### config.mk
export PLATFORM = sky130hd
export DESIGN_NAME = command_line_tokenizer_matcher_flat
export DESIGN_NICKNAME = d
export VERILOG_FILES = /design/src/ctm_pkg.sv /design/src/ctm_chan_if.sv /design/src/command_line_tokenizer_matcher.sv /design/src/ctm_name_match.sv /design/src/flat_wrapper.sv
export SDC_FILE = /design/constraint.sdc
export NUM_CORES = 2
export LEC_CHECK = 0
export BUFFER_PORTS_ARGS = -buffer_cell sky130_fd_sc_hd__buf_2
export CAP_MARGIN = 30
export CORE_AREA = 3 3 292 294
export CTS_CLUSTER_SIZE = 28
export DETAILED_ROUTE_END_ITERATION = 10
export DIE_AREA = 0 0 295 297
export PLACE_DENSITY_LB_ADDON = 0.08
export RECOVER_POWER = 25
export SYNTH_ARGS = -nofsm -noshare
export SYNTH_HDL_FRONTEND = slang
export SYNTH_SLANG_ARGS = --single-unit
export TNS_END_PERCENT = 50
### constraint.sdc
create_clock -name clock -period 4.1 [get_ports clock]
set_clock_uncertainty 0.15 [all_clocks]
set_input_delay 0.41 -clock clock [delete_from_list [all_inputs] [get_ports clock]]
set_output_delay 0.41 -clock clock [all_outputs]
set_load 0.02 [all_outputs]
### src/ctm_pkg.sv
// shared types and constants for the command line tokenizer and name matcher
`timescale 1ns / 1ps

package ctm_pkg;

   localparam int NumSlots     = 8;
   localparam int SlotIdxWidth = 3;
   localparam int NameBytes    = 8;
   localparam int CsrWidth     = 64;
   localparam int LenWidth     = 4;

   // first word length saturates here, one past the longest possible name
   localparam logic [LenWidth-1:0] FirstLenSat = 4'd9;

   typedef logic [7:0] char_type;
   typedef logic [NameBytes-1:0][7:0] name_type;
   typedef name_type [NumSlots-1:0] name_array_type;
   typedef logic [NumSlots-1:0] slot_mask_type;
   typedef logic [SlotIdxWidth-1:0] slot_idx_type;
   typedef logic [LenWidth-1:0] len_type;

   typedef enum logic {
      KIND_WORD_CHAR = 1'b0,
      KIND_SUMMARY   = 1'b1
   } result_kind_type;

   // what the matcher reports to the tokenizer each cycle
   typedef struct packed {
      slot_mask_type char_miss;
      logic          hit;
      slot_idx_type  slot;
   } match_type;

endpackage

### src/ctm_chan_if.sv
// request and response channel interfaces
`timescale 1ns / 1ps

interface ctm_req_if;
   logic             valid;
   logic             ready;
   ctm_pkg::char_type in_char;

   modport source (output valid, output in_char, input ready);
   modport sink (input valid, input in_char, output ready);
endinterface

interface ctm_rsp_if;
   logic                 valid;
   logic                 ready;
   logic                 result_kind;
   logic [2:0]           word_index;
   ctm_pkg::char_type    word_char;
   logic [3:0]           word_count;
   logic                 name_matched;
   ctm_pkg::slot_idx_type matched_slot;

   modport source (output valid, output result_kind, output word_index, output word_char,
                   output word_count, output name_matched, output matched_slot,
                   input ready);
   modport sink (input valid, input result_kind, input word_index, input word_char,
                 input word_count, input name_matched, input matched_slot,
                 output ready);
endinterface

### src/command_line_tokenizer_matcher.sv
// top level: command line tokenizer with first word name matching
//
// Characters arrive one per request on req_chan. Every character that ends up
// in a word (escapes and quotes removed) gives one response on rsp_chan with
// its word index. The end of line character gives one summary response with
// the word count and the lowest name slot whose name equals the first word.
// Separators, quote and escape marks, characters past the line length limit
// and characters of words past the word limit give no response.
// Name slots are written through csr_write_en / csr_index / csr_write_data;
// the user must write them only while the block is idle (not enforced).
// Each response appears in the cycle after its request is accepted.
// Throughput: one request per cycle unless rsp_chan stalls; state updates and
// the eight byte compares sit between the request handshake and the response
// register. A stalled response register holds its value; a new request is
// taken in the same cycle the held response leaves, so a stall on rsp_chan
// backs up req_chan by exactly that one register.
// Reset clears the line state, the response valid flag and all name slots.
`timescale 1ns / 1ps

module command_line_tokenizer_matcher #(
   parameter int LINE_LENGTH      = 64,
   parameter int MAX_WORDS        = 8,
   parameter int END_OF_LINE_CHAR = 10,
   parameter int ESCAPE_CHAR      = 92,
   parameter int QUOTE_CHAR       = 34
) (
   input  logic                              clock,
   input  logic                              reset,
   ctm_req_if.sink                           req_chan,
   ctm_rsp_if.source                         rsp_chan,
   input  logic                              csr_write_en,
   input  logic [ctm_pkg::SlotIdxWidth-1:0]  csr_index,
   input  logic [ctm_pkg::CsrWidth-1:0]      csr_write_data
);

   localparam ctm_pkg::char_type EolChar    = 8'(END_OF_LINE_CHAR);
   localparam ctm_pkg::char_type EscChar    = 8'(ESCAPE_CHAR);
   localparam ctm_pkg::char_type QuoteChar  = 8'(QUOTE_CHAR);
   localparam logic [6:0]        LineLimit  = 7'(LINE_LENGTH);
   localparam logic [3:0]        WordLimit  = 4'(MAX_WORDS);

   ctm_pkg::name_array_type names_ff;

   logic [6:0]             line_pos_ff, line_pos_in;
   logic                   esc_ff, esc_in;
   logic                   quotes_ff, quotes_in;
   logic                   in_word_ff, in_word_in;
   logic [3:0]             words_ff, words_in;
   ctm_pkg::len_type       first_len_ff, first_len_in;
   ctm_pkg::slot_mask_type still_ff, still_in;

   logic                   rsp_valid_ff;
   logic                   rsp_kind_ff;
   logic [2:0]             rsp_index_ff;
   ctm_pkg::char_type      rsp_char_ff;
   logic [3:0]             rsp_count_ff;
   logic                   rsp_matched_ff;
   ctm_pkg::slot_idx_type  rsp_slot_ff;

   ctm_pkg::char_type  c;
   ctm_pkg::match_type match;
   logic accept, is_eol, over, is_esc, is_quote, is_blank, is_word_char;
   logic start_word, drop_word, emit_char, first_word;
   logic [3:0] words_next;
   logic [2:0] word_idx;

   ctm_name_match u_match (
      .names          (names_ff),
      .in_char        (c),
      .first_len      (first_len_ff),
      .still_matching (still_ff),
      .match          (match)
   );

   assign c              = req_chan.in_char;
   assign req_chan.ready = !rsp_valid_ff || rsp_chan.ready;
   assign accept         = req_chan.valid && req_chan.ready;

   assign is_eol   = c == EolChar;
   assign over     = line_pos_ff >= LineLimit;
   assign is_esc   = c == EscChar && !esc_ff;
   assign is_quote = c == QuoteChar && !esc_ff;
   assign is_blank = ((c >= 8'h09 && c <= 8'h0d) || c == 8'h20) && !esc_ff && !quotes_ff;

   assign is_word_char = !is_eol && !over && !is_esc && !is_quote && !is_blank;
   assign start_word   = is_word_char && !in_word_ff;
   assign drop_word    = start_word && words_ff >= WordLimit;
   assign emit_char    = is_word_char && !drop_word;
   assign words_next   = words_ff + 4'(start_word && !drop_word);
   assign word_idx     = 3'(words_next - 4'd1);
   assign first_word   = emit_char && words_next == 4'd1;

   always_comb begin
      line_pos_in  = line_pos_ff;
      esc_in       = esc_ff;
      quotes_in    = quotes_ff;
      in_word_in   = in_word_ff;
      words_in     = words_ff;
      first_len_in = first_len_ff;
      still_in     = still_ff;
      if (accept) begin
         if (is_eol) begin
            line_pos_in  = '0;
            esc_in       = 1'b0;
            quotes_in    = 1'b0;
            in_word_in   = 1'b0;
            words_in     = '0;
            first_len_in = '0;
            still_in     = '1;
         end else if (!over) begin
            line_pos_in = line_pos_ff + 7'd1;
            if (is_esc) begin
               esc_in = 1'b1;
            end else if (is_quote) begin
               quotes_in = !quotes_ff;
            end else if (is_blank) begin
               in_word_in = 1'b0;
            end else begin
               esc_in = 1'b0;
               if (!drop_word) begin
                  in_word_in = 1'b1;
                  words_in   = words_next;
               end
               if (first_word) begin
                  if (!first_len_ff[3]) begin
                     still_in = still_ff & ~match.char_miss;
                  end
                  if (first_len_ff != ctm_pkg::FirstLenSat) begin
                     first_len_in = first_len_ff + 4'd1;
                  end
               end
            end
         end
      end
   end

   always_ff @(posedge clock) begin
      if (reset) begin
         line_pos_ff  <= '0;
         esc_ff       <= 1'b0;
         quotes_ff    <= 1'b0;
         in_word_ff   <= 1'b0;
         words_ff     <= '0;
         first_len_ff <= '0;
         still_ff     <= '1;
      end else begin
         line_pos_ff  <= line_pos_in;
         esc_ff       <= esc_in;
         quotes_ff    <= quotes_in;
         in_word_ff   <= in_word_in;
         words_ff     <= words_in;
         first_len_ff <= first_len_in;
         still_ff     <= still_in;
      end
   end

   always_ff @(posedge clock) begin
      if (reset) begin
         names_ff <= '0;
      end else if (csr_write_en) begin
         names_ff[csr_index] <= csr_write_data;
      end
   end

   // response register
   always_ff @(posedge clock) begin
      if (reset) begin
         rsp_valid_ff <= 1'b0;
      end else if (accept) begin
         rsp_valid_ff <= is_eol || emit_char;
      end else if (rsp_chan.ready) begin
         rsp_valid_ff <= 1'b0;
      end
   end

   always_ff @(posedge clock) begin
      if (accept) begin
         if (is_eol) begin
            rsp_kind_ff    <= ctm_pkg::KIND_SUMMARY;
            rsp_index_ff   <= '0;
            rsp_char_ff    <= '0;
            rsp_count_ff   <= words_ff;
            // a match needs a first word of at most eight characters
            rsp_matched_ff <= match.hit && words_ff != 4'd0 && first_len_ff <= 4'd8;
            rsp_slot_ff    <= (match.hit && words_ff != 4'd0 && first_len_ff <= 4'd8) ?
                              match.slot : '0;
         end else begin
            rsp_kind_ff    <= ctm_pkg::KIND_WORD_CHAR;
            rsp_index_ff   <= word_idx;
            rsp_char_ff    <= c;
            rsp_count_ff   <= '0;
            rsp_matched_ff <= 1'b0;
            rsp_slot_ff    <= '0;
         end
      end
   end

   assign rsp_chan.valid        = rsp_valid_ff;
   assign rsp_chan.result_kind  = rsp_kind_ff;
   assign rsp_chan.word_index   = rsp_index_ff;
   assign rsp_chan.word_char    = rsp_char_ff;
   assign rsp_chan.word_count   = rsp_count_ff;
   assign rsp_chan.name_matched = rsp_matched_ff;
   assign rsp_chan.matched_slot = rsp_slot_ff;

   a_eol_gives_summary : assert property (@(posedge clock) disable iff (reset)
      accept && is_eol |=> rsp_chan.valid && rsp_chan.result_kind == ctm_pkg::KIND_SUMMARY)
      else $error("end of line request without summary response");

   a_words_bounded : assert property (@(posedge clock) disable iff (reset)
      words_ff <= WordLimit)
      else $error("word count past limit");

   a_line_bounded : assert property (@(posedge clock) disable iff (reset)
      line_pos_ff <= LineLimit)
      else $error("line position past limit");

   a_match_needs_word : assert property (@(posedge clock) disable iff (reset)
      rsp_chan.valid && rsp_chan.result_kind == ctm_pkg::KIND_SUMMARY && rsp_chan.name_matched
      |-> rsp_chan.word_count != 4'd0)
      else $error("name match reported on empty line");

endmodule

### src/ctm_name_match.sv
// per-character compare against the name slots and end of line slot pick
`timescale 1ns / 1ps

module ctm_name_match (
   input  ctm_pkg::name_array_type names,
   input  ctm_pkg::char_type       in_char,
   input  ctm_pkg::len_type        first_len,
   input  ctm_pkg::slot_mask_type  still_matching,
   output ctm_pkg::match_type      match
);

   ctm_pkg::len_type      name_len [ctm_pkg::NumSlots];
   ctm_pkg::slot_mask_type full_hit;
   ctm_pkg::slot_mask_type miss;

   // name length is the position of the first zero byte
   always_comb begin
      for (int s = 0; s < ctm_pkg::NumSlots; s++) begin
         name_len[s] = ctm_pkg::LenWidth'(ctm_pkg::NameBytes);
         for (int b = ctm_pkg::NameBytes - 1; b >= 0; b--) begin
            if (names[s][b] == 8'd0) begin
               name_len[s] = ctm_pkg::LenWidth'(b);
            end
         end
      end
   end

   always_comb begin
      for (int s = 0; s < ctm_pkg::NumSlots; s++) begin
         miss[s] = names[s][first_len[2:0]] != in_char;
         full_hit[s] = still_matching[s] && (name_len[s] == first_len);
      end
   end

   // lowest slot wins
   always_comb begin
      match.char_miss = miss;
      match.hit  = 1'b0;
      match.slot = '0;
      for (int s = ctm_pkg::NumSlots - 1; s >= 0; s--) begin
         if (full_hit[s]) begin
            match.hit  = 1'b1;
            match.slot = ctm_pkg::SlotIdxWidth'(s);
         end
      end
   end

endmodule

### src/flat_wrapper.sv
// flat-port wrapper written by rule: the top's interface ports become plain ports
module command_line_tokenizer_matcher_flat 
#(
   parameter int LINE_LENGTH      = 64,
   parameter int MAX_WORDS        = 8,
   parameter int END_OF_LINE_CHAR = 10,
   parameter int ESCAPE_CHAR      = 92,
   parameter int QUOTE_CHAR       = 34
)
  (clock, reset, csr_write_en, csr_index, csr_write_data, req_chan_valid, req_chan_in_char, req_chan_ready, rsp_chan_valid, rsp_chan_result_kind, rsp_chan_word_index, rsp_chan_word_char, rsp_chan_word_count, rsp_chan_name_matched, rsp_chan_matched_slot, rsp_chan_ready);
  ctm_req_if req_chan_i ();
  ctm_rsp_if rsp_chan_i ();
  input  logic clock;
  input  logic reset;
  input  logic csr_write_en;
  input  logic [ctm_pkg::SlotIdxWidth-1:0] csr_index;
  input  logic [ctm_pkg::CsrWidth-1:0] csr_write_data;
  input wire logic [$bits(req_chan_i.valid)-1:0] req_chan_valid;
  input wire logic [$bits(req_chan_i.in_char)-1:0] req_chan_in_char;
  output wire logic [$bits(req_chan_i.ready)-1:0] req_chan_ready;
  output wire logic [$bits(rsp_chan_i.valid)-1:0] rsp_chan_valid;
  output wire logic [$bits(rsp_chan_i.result_kind)-1:0] rsp_chan_result_kind;
  output wire logic [$bits(rsp_chan_i.word_index)-1:0] rsp_chan_word_index;
  output wire logic [$bits(rsp_chan_i.word_char)-1:0] rsp_chan_word_char;
  output wire logic [$bits(rsp_chan_i.word_count)-1:0] rsp_chan_word_count;
  output wire logic [$bits(rsp_chan_i.name_matched)-1:0] rsp_chan_name_matched;
  output wire logic [$bits(rsp_chan_i.matched_slot)-1:0] rsp_chan_matched_slot;
  input wire logic [$bits(rsp_chan_i.ready)-1:0] rsp_chan_ready;
  assign req_chan_i.valid = req_chan_valid;
  assign req_chan_i.in_char = req_chan_in_char;
  assign req_chan_ready = req_chan_i.ready;
  assign rsp_chan_valid = rsp_chan_i.valid;
  assign rsp_chan_result_kind = rsp_chan_i.result_kind;
  assign rsp_chan_word_index = rsp_chan_i.word_index;
  assign rsp_chan_word_char = rsp_chan_i.word_char;
  assign rsp_chan_word_count = rsp_chan_i.word_count;
  assign rsp_chan_name_matched = rsp_chan_i.name_matched;
  assign rsp_chan_matched_slot = rsp_chan_i.matched_slot;
  assign rsp_chan_i.ready = rsp_chan_ready;
  command_line_tokenizer_matcher #(.LINE_LENGTH(LINE_LENGTH), .MAX_WORDS(MAX_WORDS), .END_OF_LINE_CHAR(END_OF_LINE_CHAR), .ESCAPE_CHAR(ESCAPE_CHAR), .QUOTE_CHAR(QUOTE_CHAR)) u_core (.clock(clock), .reset(reset), .req_chan(req_chan_i), .rsp_chan(rsp_chan_i), .csr_write_en(csr_write_en), .csr_index(csr_index), .csr_write_data(csr_write_data));
endmodule
After elaboration in Yosys (flattened, before gate mapping)

Index checks and enable logic that the tools add are counted.

Bits in registers: 559
Bits of input ports: 80
Output and inout bits: 22

$add $sub $neg: 4
Order comparisons: 8
Eq/ne operators: 31
Multiplexer cells: 131
Bitwise logic cells: 4
Reduce and logical (&&, ||, !) cells: 118

Operator list:

| operator                                                                             | count |
|---|---|
| 512-bit bitwise mux                                                                  | 1 |
| 8-bit zero test                                                                      | 64 |
| 4-bit 2-to-1 mux                                                                     | 85 |
| 8-bit binary-select mux with 3-bit select                                            | 8 |
| 64-bit demux with 3-bit select                                                       | 1 |
| 8-bit 2-to-1 mux                                                                     | 15 |
| 64-bit 2-to-1 mux                                                                    | 1 |
| 8-bit inequality test                                                                | 8 |
| 4-bit == test                                                                        | 8 |
| 1-bit logical AND                                                                    | 26 |
| 1-bit 2-to-1 mux                                                                     | 18 |
| 8-bit by 6-bit == test with 1-bit output (second input constant)                     | 2 |
| 7-bit 2-to-1 mux                                                                     | 2 |
| 7-bit AND reduction                                                                  | 2 |
| 1-bit zero test                                                                      | 10 |
| 2-bit by 1-bit inequality test with 1-bit output (second input constant)             | 5 |
| 3-bit by 1-bit inequality test with 1-bit output (second input constant)             | 3 |
| 8-bit bitwise AND                                                                    | 1 |
| 8-bit by 4-bit == test with 1-bit output (second input constant)                     | 1 |
| 8-bit by 7-bit == test with 1-bit output (second input constant)                     | 1 |
| 8-bit by 4-bit greater-or-equal comparator with 1-bit output (second input constant) | 1 |
| 8-bit by 4-bit less-or-equal comparator with 1-bit output (second input constant)    | 1 |
| 3-bit by 4-bit < comparator with 1-bit output (second input constant)                | 2 |
| 8-bit inverter                                                                       | 1 |
| 22 further kinds                                                                     | 29 |

Depth between registers and ports, before layout

Depth in word-level cells: 23
Mapped depth: 17

Modules after synthesis

From an unflattened synthesis, not the netlist that was laid out.

Cells, all modules: 3217
Area total of the unflattened synthesis: 26573.0 µm²

Modules (own cells, without submodules):

| module                         | instances | cells each | area each (µm²) | sequential area each (µm²) |
|---|---|---|---|---|
| command_line_tokenizer_matcher | 1         | 2530       | 19932.9         | 11390.9 |
| ctm_name_match                 | 1         | 687        | 6640.1          | 0.0 |

Least setup slack after synthesis

No wires, ideal clock.

Kind: input port to flip-flop
From: in req_chan_in_char[5]
To: reg u_core.first_len_ff[2]
Library setup time: 0.128 ns
Arrival time: 3.272 ns
Required time: 3.822 ns
Setup slack: 0.551 ns
Stages: 16
Cells stage by stage: or3b_1 > or3_1 > clkbuf_1 > inv_1 > clkbuf_1 > nor4_1 > ha_1 > ha_1 > and2_1 > a21oi_1 > o22ai_1 > and4_1 > a21o_1 > nand2_1 > xor2_1 > nor2_1

RTL lines:

| what                                       | RTL line                                                                   | source |
|---|---|---|
| start: declaration                         | flat_wrapper.sv:19                                                         | `input wire logic [$bits(req_chan_i.in_char)-1:0] req_chan_in_char;` |
| 8-bit by 4-bit == test with 1-bit output * | command_line_tokenizer_matcher.sv:79                                       | `assign is_eol = c == EolChar;` |
| via u_core.is_eol                          | command_line_tokenizer_matcher.sv:62                                       | `logic accept, is_eol, over, is_esc, is_quote, is_blank, is_word_char;` |
| 1-bit zero test                            | command_line_tokenizer_matcher.sv:85                                       | `assign is_word_char = !is_eol && !over && !is_esc && !is_quote && !is_blank;` |
| 1-bit logical AND (4 in series)            | command_line_tokenizer_matcher.sv:85                                       |  |
| 1-bit logical AND                          | command_line_tokenizer_matcher.sv:86                                       | `assign start_word = is_word_char && !in_word_ff;` |
| 1-bit logical AND                          | command_line_tokenizer_matcher.sv:87                                       | `assign drop_word = start_word && words_ff >= WordLimit;` |
| 1-bit zero test                            | command_line_tokenizer_matcher.sv:88, command_line_tokenizer_matcher.sv:89 |  |
| 1-bit logical AND                          | command_line_tokenizer_matcher.sv:89                                       | `assign words_next = words_ff + 4'(start_word && !drop_word);` |
| 4-bit by 1-bit adder with 4-bit output     | command_line_tokenizer_matcher.sv:89                                       |  |
| 4-bit by 1-bit == test with 1-bit output   | command_line_tokenizer_matcher.sv:91                                       | `assign first_word = emit_char && words_next == 4'd1;` |
| 1-bit logical AND                          | command_line_tokenizer_matcher.sv:91                                       |  |
| 2-bit nonzero test (no line)               | --                                                                         |  |
| 7-bit AND reduction (no line)              | --                                                                         |  |
| end signal: assignment                     | command_line_tokenizer_matcher.sv:152                                      | `first_len_ff <= first_len_in;` |
| end: declaration                           | command_line_tokenizer_matcher.sv:49                                       | `ctm_pkg::len_type first_len_ff, first_len_in;` |

Mark *: on every way through the listed nets, which the timed path passes. The rest lies on a longest branch.
A chain may end at the register's enable or synchronous reset.

Worst setup path in the final report

From: in req_chan_in_char[2]
To: reg u_core.still_ff[0]

Word-level cells in the longest chain between the ends: 16

Ends and longest elaborated chain:

| what                                                                                                                                             | RTL line                                                                   | source |
|---|---|---|
| 8-bit by 4-bit greater-or-equal comparator with 1-bit output / 8-bit by 4-bit less-or-equal comparator with 1-bit output (equally long branches) | command_line_tokenizer_matcher.sv:83                                       | `assign is_blank = ((c >= 8'h09 && c <= 8'h0d) \|\| c == 8'h20) && !esc_ff && !quotes_ff;` |
| 1-bit logical AND                                                                                                                                | command_line_tokenizer_matcher.sv:83                                       |  |
| 1-bit logical OR                                                                                                                                 | command_line_tokenizer_matcher.sv:83                                       |  |
| 1-bit logical AND (2 in series)                                                                                                                  | command_line_tokenizer_matcher.sv:83                                       |  |
| 1-bit zero test                                                                                                                                  | command_line_tokenizer_matcher.sv:85                                       |  |
| 1-bit logical AND                                                                                                                                | command_line_tokenizer_matcher.sv:85                                       |  |
| 1-bit logical AND                                                                                                                                | command_line_tokenizer_matcher.sv:86                                       |  |
| 1-bit logical AND                                                                                                                                | command_line_tokenizer_matcher.sv:87                                       |  |
| 1-bit zero test                                                                                                                                  | command_line_tokenizer_matcher.sv:88, command_line_tokenizer_matcher.sv:89 |  |
| 1-bit logical AND                                                                                                                                | command_line_tokenizer_matcher.sv:89                                       |  |
| 4-bit by 1-bit adder with 4-bit output                                                                                                           | command_line_tokenizer_matcher.sv:89                                       |  |
| 4-bit by 1-bit == test with 1-bit output                                                                                                         | command_line_tokenizer_matcher.sv:91                                       |  |
| 1-bit logical AND                                                                                                                                | command_line_tokenizer_matcher.sv:91                                       |  |
| 2-bit nonzero test (no line)                                                                                                                     | --                                                                         |  |
| 7-bit AND reduction (no line)                                                                                                                    | --                                                                         |  |
| end signal: assignment                                                                                                                           | command_line_tokenizer_matcher.sv:153                                      | `still_ff <= still_in;` |
| end: declaration                                                                                                                                 | command_line_tokenizer_matcher.sv:50                                       | `ctm_pkg::slot_mask_type still_ff, still_in;` |

Several ways; a longest one is shown, not always the timed one. The select of a mux whose other input is x is not followed.

==> metrics.md <==
| Metric | Value |
|---|---|
| Run status | `complete, but fails checks` |
| Violated checks | `capacitance limit, slew limit` |
| Net switching power figure | `0.00368 W` |
| Iter 0 DRT Violations | `2,187` |
| Layout area overhead | `12.8%` |
| Worst endpoint data arrival time | `3990 ps` |
| Number of antenna diodes | `0` |
| TritonCTS clock tree | `yes` |
| Number of global-route vias before repair | `between 20,000 and 25,000` |
| Cells traversed along the worst timing path | `dlygate4sd3_1, clkbuf_1, inv_2, or4_1, a211oi_1, nor2_1, nand2_1, nor4_1, ha_1, ha_1, nor2_1, a21oi_1, o22ai_1, nand2_1, nor3_1, a31o_2, o21ai_0, a21o_1` |
| P_leak | `roughly 9.9 nW` |
| Non-filler instance count after layout | `4,253` |
| Number of CTS-inserted buffers | `a little under 70` |
| Die Span X | `295 um` |
| Crit path launch | `req_chan_in_char[2]` |
| Dominant register cell in the synthesized netlist | `sky130_fd_sc_hd__dfxtp_1` |
| Placeable core region | `0.0832 mm^2` |
| Insertion delay to the later sink of the worst-skew pair | `slightly above 600 ps` |
| Max clock buf depth | `3` |
| Peak ir drop on the vdd network | `between 0.3 and 0.4 mV` |
| Half-perimeter wire length of the detailed placement result | `73.5 mm` |
| Minimum setup slack among reg-to-reg paths | `between 800 and 900 ps` |
| Startpoint types | `primary input` |
| Number of max-slew violations in the final report | `65` |
| Pin count of the biggest net entering global routing | `between 150 and 200` |
| Cells taking the most area after synthesis | `sky130_fd_sc_hd__dfxtp_1 41%, sky130_fd_sc_hd__nand2_1 16%, sky130_fd_sc_hd__mux4_2 11%` |
| Root Buffer | `sky130_fd_sc_hd__clkbuf_16` |
| Reg-to-reg critical path startpoint | `u_core.names_ff[463]` |
| Slew HR | `-104%` |
| Fraction of power spent switching nets | `27.4%` |
| Post-synth top area share | `between 40% and 50%` |
| # IOs | `102` |
| Number of gates resized after cts | `0` |
| Worst setup path category | `primary input to flop` |
| Ys async rst share | `0%` |
| First-pass iteration count of the detailed router | `5` |
| Class of the tightest hold or removal check | `primary input to flop` |
| Global routing usage summed across all routing layers | `24.5%` |
| Logic gate share of total power | `between 10% and 20%` |
| Start point of the worst hold path | `rsp_chan_ready` |
| Final-layout fill cell count | `8,469` |
| Average footprint of a synthesized cell | `8.31 um^2` |
| Count of unique library cells instantiated by Yosys | `71` |
| FF-to-FF End | `u_core.rsp_chan.matched_slot[1]` |
| Multi-input gate area in the final layout | `0.0140 mm^2` |
| Vertical extent of the die | `297 um` |
| Routed vias | `23,480` |
| Sum of routed wire length over all layers | `between 100 and 150 mm` |
| Routed wire length per instance | `25.7 um` |
| Required time at the worst-slack endpoint | `4450 ps` |
| Setup repair after global routing missed its margin | `false` |
| TNS Setup | `0 ps` |
| Register area | `0.0114 mm^2` |
| Yosys warning total | `0` |
| Pwr/cell area | `around 450 mW/mm^2` |
| Largest stage delay on the critical path | `520 ps` |
| Share of synthesized area occupied by flip-flops and latches | `43.0%` |
| Via density | `5.52` |
| Sequential Power Share | `42.9%` |
| Period Utilization, post-route | `88.9%` |
| Maximum fanout along the worst path | `8` |
| Number of nets in the layout | `3,213` |
| EDFF count, synth | `20` |
| Slew of the pin with the lowest slew margin | `between 3000 and 4000 ps` |
| Count of state elements after synthesis | `559` |
| Final hold violations | `0` |
| Post-layout minimum cycle time | `3650 ps` |
| Number of antenna violations at the first check in global routing | `3` |
| Netlist area before placement | `0.0265 mm^2` |
| Routed Antenna Nets | `0` |
| Count of max-cap constraint violations | `1` |
| Share of post-route cells with drive strength above 1 | `12.5%` |
| FP Rows | `about 110` |
| Total number of clock tree sinks | `559` |
| Endpoint with the worst hold slack | `u_core.rsp_chan.valid` |
| Count of port buffers added during placement | `101` |
| Cell type with the largest total area after synthesis | `sky130_fd_sc_hd__dfxtp_1` |
| Depth of the most critical reg-to-reg path | `8` |
| Overall overflow remaining after global route | `0` |
| Type of element capturing the critical path | `flop` |
| Internal power contribution | `0.00976 W` |
| Critical-path cell with the highest stage delay | `sky130_fd_sc_hd__dlygate4sd3_1` |
| Hold Path Depth | `3` |
| Clock-pin transition on the worst setup and hold timing paths | `60 ps` |
| Portion of total power attributed to the clock network | `45.5%` |
| Global-route wire length before repair | `157 mm` |
| Final weighted congestion in routability-driven placement | `just over 0.9` |
| Setup fix buffers added after clock tree synthesis | `0` |
| Mapped Nets | `3,278` |
| Number of H-tree levels | `3` |
| Initial cell density of the core | `31.9%` |
| Number of standard cells after synthesis | `about 3,200` |
| DRC | `0` |
| Highest achievable clock rate | `274 MHz` |
| Number of setup violations in the final report | `0` |
| Die area | `0.0876 mm^2` |
| Number of instances in the placed design | `4,134` |
-- per-stage QoR --
step           power, W  hold WS, ps  cell area [um^2]  util, %  setup WS (ps)
6_report         0.0134         77.5             29900     36.0            453
5_1_grt          0.0139         70.9             29900     36.0            169
4_1_cts          0.0136         55.2             30000     36.0            602
3_5_place_dp    0.00744          309             27700     33.3            127
3_3_place_gp    0.00742          301             27700     33.3            224
2_1_floorplan   0.00681          268             26500        -            551
-- power by group through the flow --
| stage | Clock, W | Sequential, W | Combinational (W) |
|---|---|---|---|
| after floorplan | 0 | 0.00580 | 0.00101 |
| after global placement | 0 | 0.00588 | 0.00154 |
| after detailed placement | 0 | 0.00588 | 0.00156 |
| after CTS | 0.00625 | 0.00576 | 0.00157 |
| after global routing | 0.00645 | 0.00578 | 0.00167 |
| final | 0.00611 | 0.00576 | 0.00156 |
-- state kept, by name (all words and copies together) (netlist names) --
| name | cells |
|---|---|
| u_core.names_ff | 512 |
| u_core.rsp_chan.word_char | 8 |
| u_core.still_ff | 8 |
| u_core.line_pos_ff | 7 |
| u_core.first_len_ff | 4 |
| u_core.rsp_chan.word_count | 4 |
| u_core.words_ff | 4 |
| u_core.rsp_chan.matched_slot | 3 |
| u_core.rsp_chan.word_index | 3 |
| u_core.esc_ff | 1 |
| u_core.in_word_ff | 1 |
| u_core.quotes_ff | 1 |
| u_core.rsp_chan.name_matched | 1 |
| u_core.rsp_chan.result_kind | 1 |
| u_core.rsp_chan.valid | 1 |
-- how the worst max path moves through the flow --
stage                             endpoint  cells past startpoint  slack [ps]
finish                  u_core.still_ff[0]                     18         450
CTS                     u_core.still_ff[6]                     18         600
global placement        u_core.still_ff[3]                     17         220
global route            u_core.still_ff[3]                     18         170
floorplan           u_core.first_len_ff[2]                     16         550
detailed placement      u_core.still_ff[6]                     17         130
-- placed cells by master, fill, tap and decap left out, types with 8 or more instances in the layout --
| master | count |
|---|---|
| sky130_fd_sc_hd__xor2_1 | 61 |
| sky130_fd_sc_hd__and2_1 | 17 |
| sky130_fd_sc_hd__nand3_1 | 9 |
| sky130_fd_sc_hd__xnor2_1 | 22 |
| sky130_fd_sc_hd__nand2b_1 | 9 |
| sky130_fd_sc_hd__clkbuf_1 | 25 |
| sky130_fd_sc_hd__o211ai_1 | 9 |
| sky130_fd_sc_hd__nor2b_1 | 10 |
| sky130_fd_sc_hd__buf_2 | 98 |
| sky130_fd_sc_hd__clkbuf_8 | 11 |
| sky130_fd_sc_hd__dfxtp_1 | 536 |
| sky130_fd_sc_hd__nand2_1 | 1097 |
| sky130_fd_sc_hd__buf_4 | 29 |
| sky130_fd_sc_hd__nor2_1 | 46 |
| sky130_fd_sc_hd__a211oi_1 | 11 |
| sky130_fd_sc_hd__a21o_1 | 9 |
| sky130_fd_sc_hd__nor4_1 | 89 |
| sky130_fd_sc_hd__inv_1 | 8 |
| sky130_fd_sc_hd__or4_1 | 43 |
| sky130_fd_sc_hd__a21oi_1 | 529 |
| sky130_fd_sc_hd__clkbuf_16 | 70 |
| sky130_fd_sc_hd__edfxtp_1 | 20 |
| sky130_fd_sc_hd__nor3_1 | 14 |
| sky130_fd_sc_hd__or2_1 | 9 |
| sky130_fd_sc_hd__nand4_1 | 43 |
| sky130_fd_sc_hd__mux2i_1 | 69 |
| sky130_fd_sc_hd__o21ai_0 | 18 |
| sky130_fd_sc_hd__mux4_2 | 127 |
-- cells by family after synthesis --
family                   count (synthesis)  share of synthesized area [%]
AO/OA/AOI/OAI                          623                           12.7
XOR/XNOR                                83                           2.74
adder cells (fa/ha/maj)                  7                          0.330
buffers and inverters                  293                           4.61
flip-flops                             559                           43.0
multiplexers                           199                           13.6
AND/OR/NAND/NOR                       1427                           23.1
-- worst max-delay path: cells and delay by family --
| kind | cells | cell delay (ps) |
|---|---|---|
| compound gates | 6 | 1280 |
| fa+ha+maj | 2 | 460 |
| buf+inv | 3 | 790 |
| simple gates | 7 | 1040 |
-- cells in the mapped netlist, drive strengths merged (3+ instances only) --
cell type / instances
a211oi: 11
a21o: 9
a21oi: 529
a221o: 5
a221oi: 8
a22oi: 3
a31oi: 7
a41oi: 3
and2: 17
and3: 4
buf: 29
clkbuf: 254
dfxtp: 539
edfxtp: 20
ha: 7
inv: 10
mux2i: 69
mux4: 128
nand2: 1100
nand2b: 9
nand3: 13
nand4: 43
nand4b: 3
nor2: 52
nor2b: 10
nor3: 15
nor4: 89
nor4b: 3
o211ai: 9
o21ai: 19
o221ai: 3
o31ai: 3
or2: 13
or3: 3
or4: 44
xnor2: 22
xor2: 61
-- routing by layer --
layer / vias up / share of wire [%] / wire length (um) / GRT usage [%]
met4: 0 / 6.0 / 6570 / 13.2
met5: - / 0 / 0 / 0
met1: 11548 / 40 / 43600 / 30.1
met2: 782 / 49 / 53800 / 41.8
li1: 10925 / - / - / -
met3: 225 / 5.1 / 5570 / 2.86
-- final cells by class --
type	count	area share [%]
tap	1080	4.52
clock inverter	18	0.820
clock buffer	99	6.59
sequential	559	38.1
inverter	10	0.125
timing repair buffer	148	3.11
multi-input combinational	2339	46.7
-- timing repair --
action / in CTS / in global routing
hold endpoints to repair: 2 / 0
setup endpoints to repair: 0 / 0
hold buffers: 2 / 0
No activity file was read; power rests on OpenSTA's default activity.
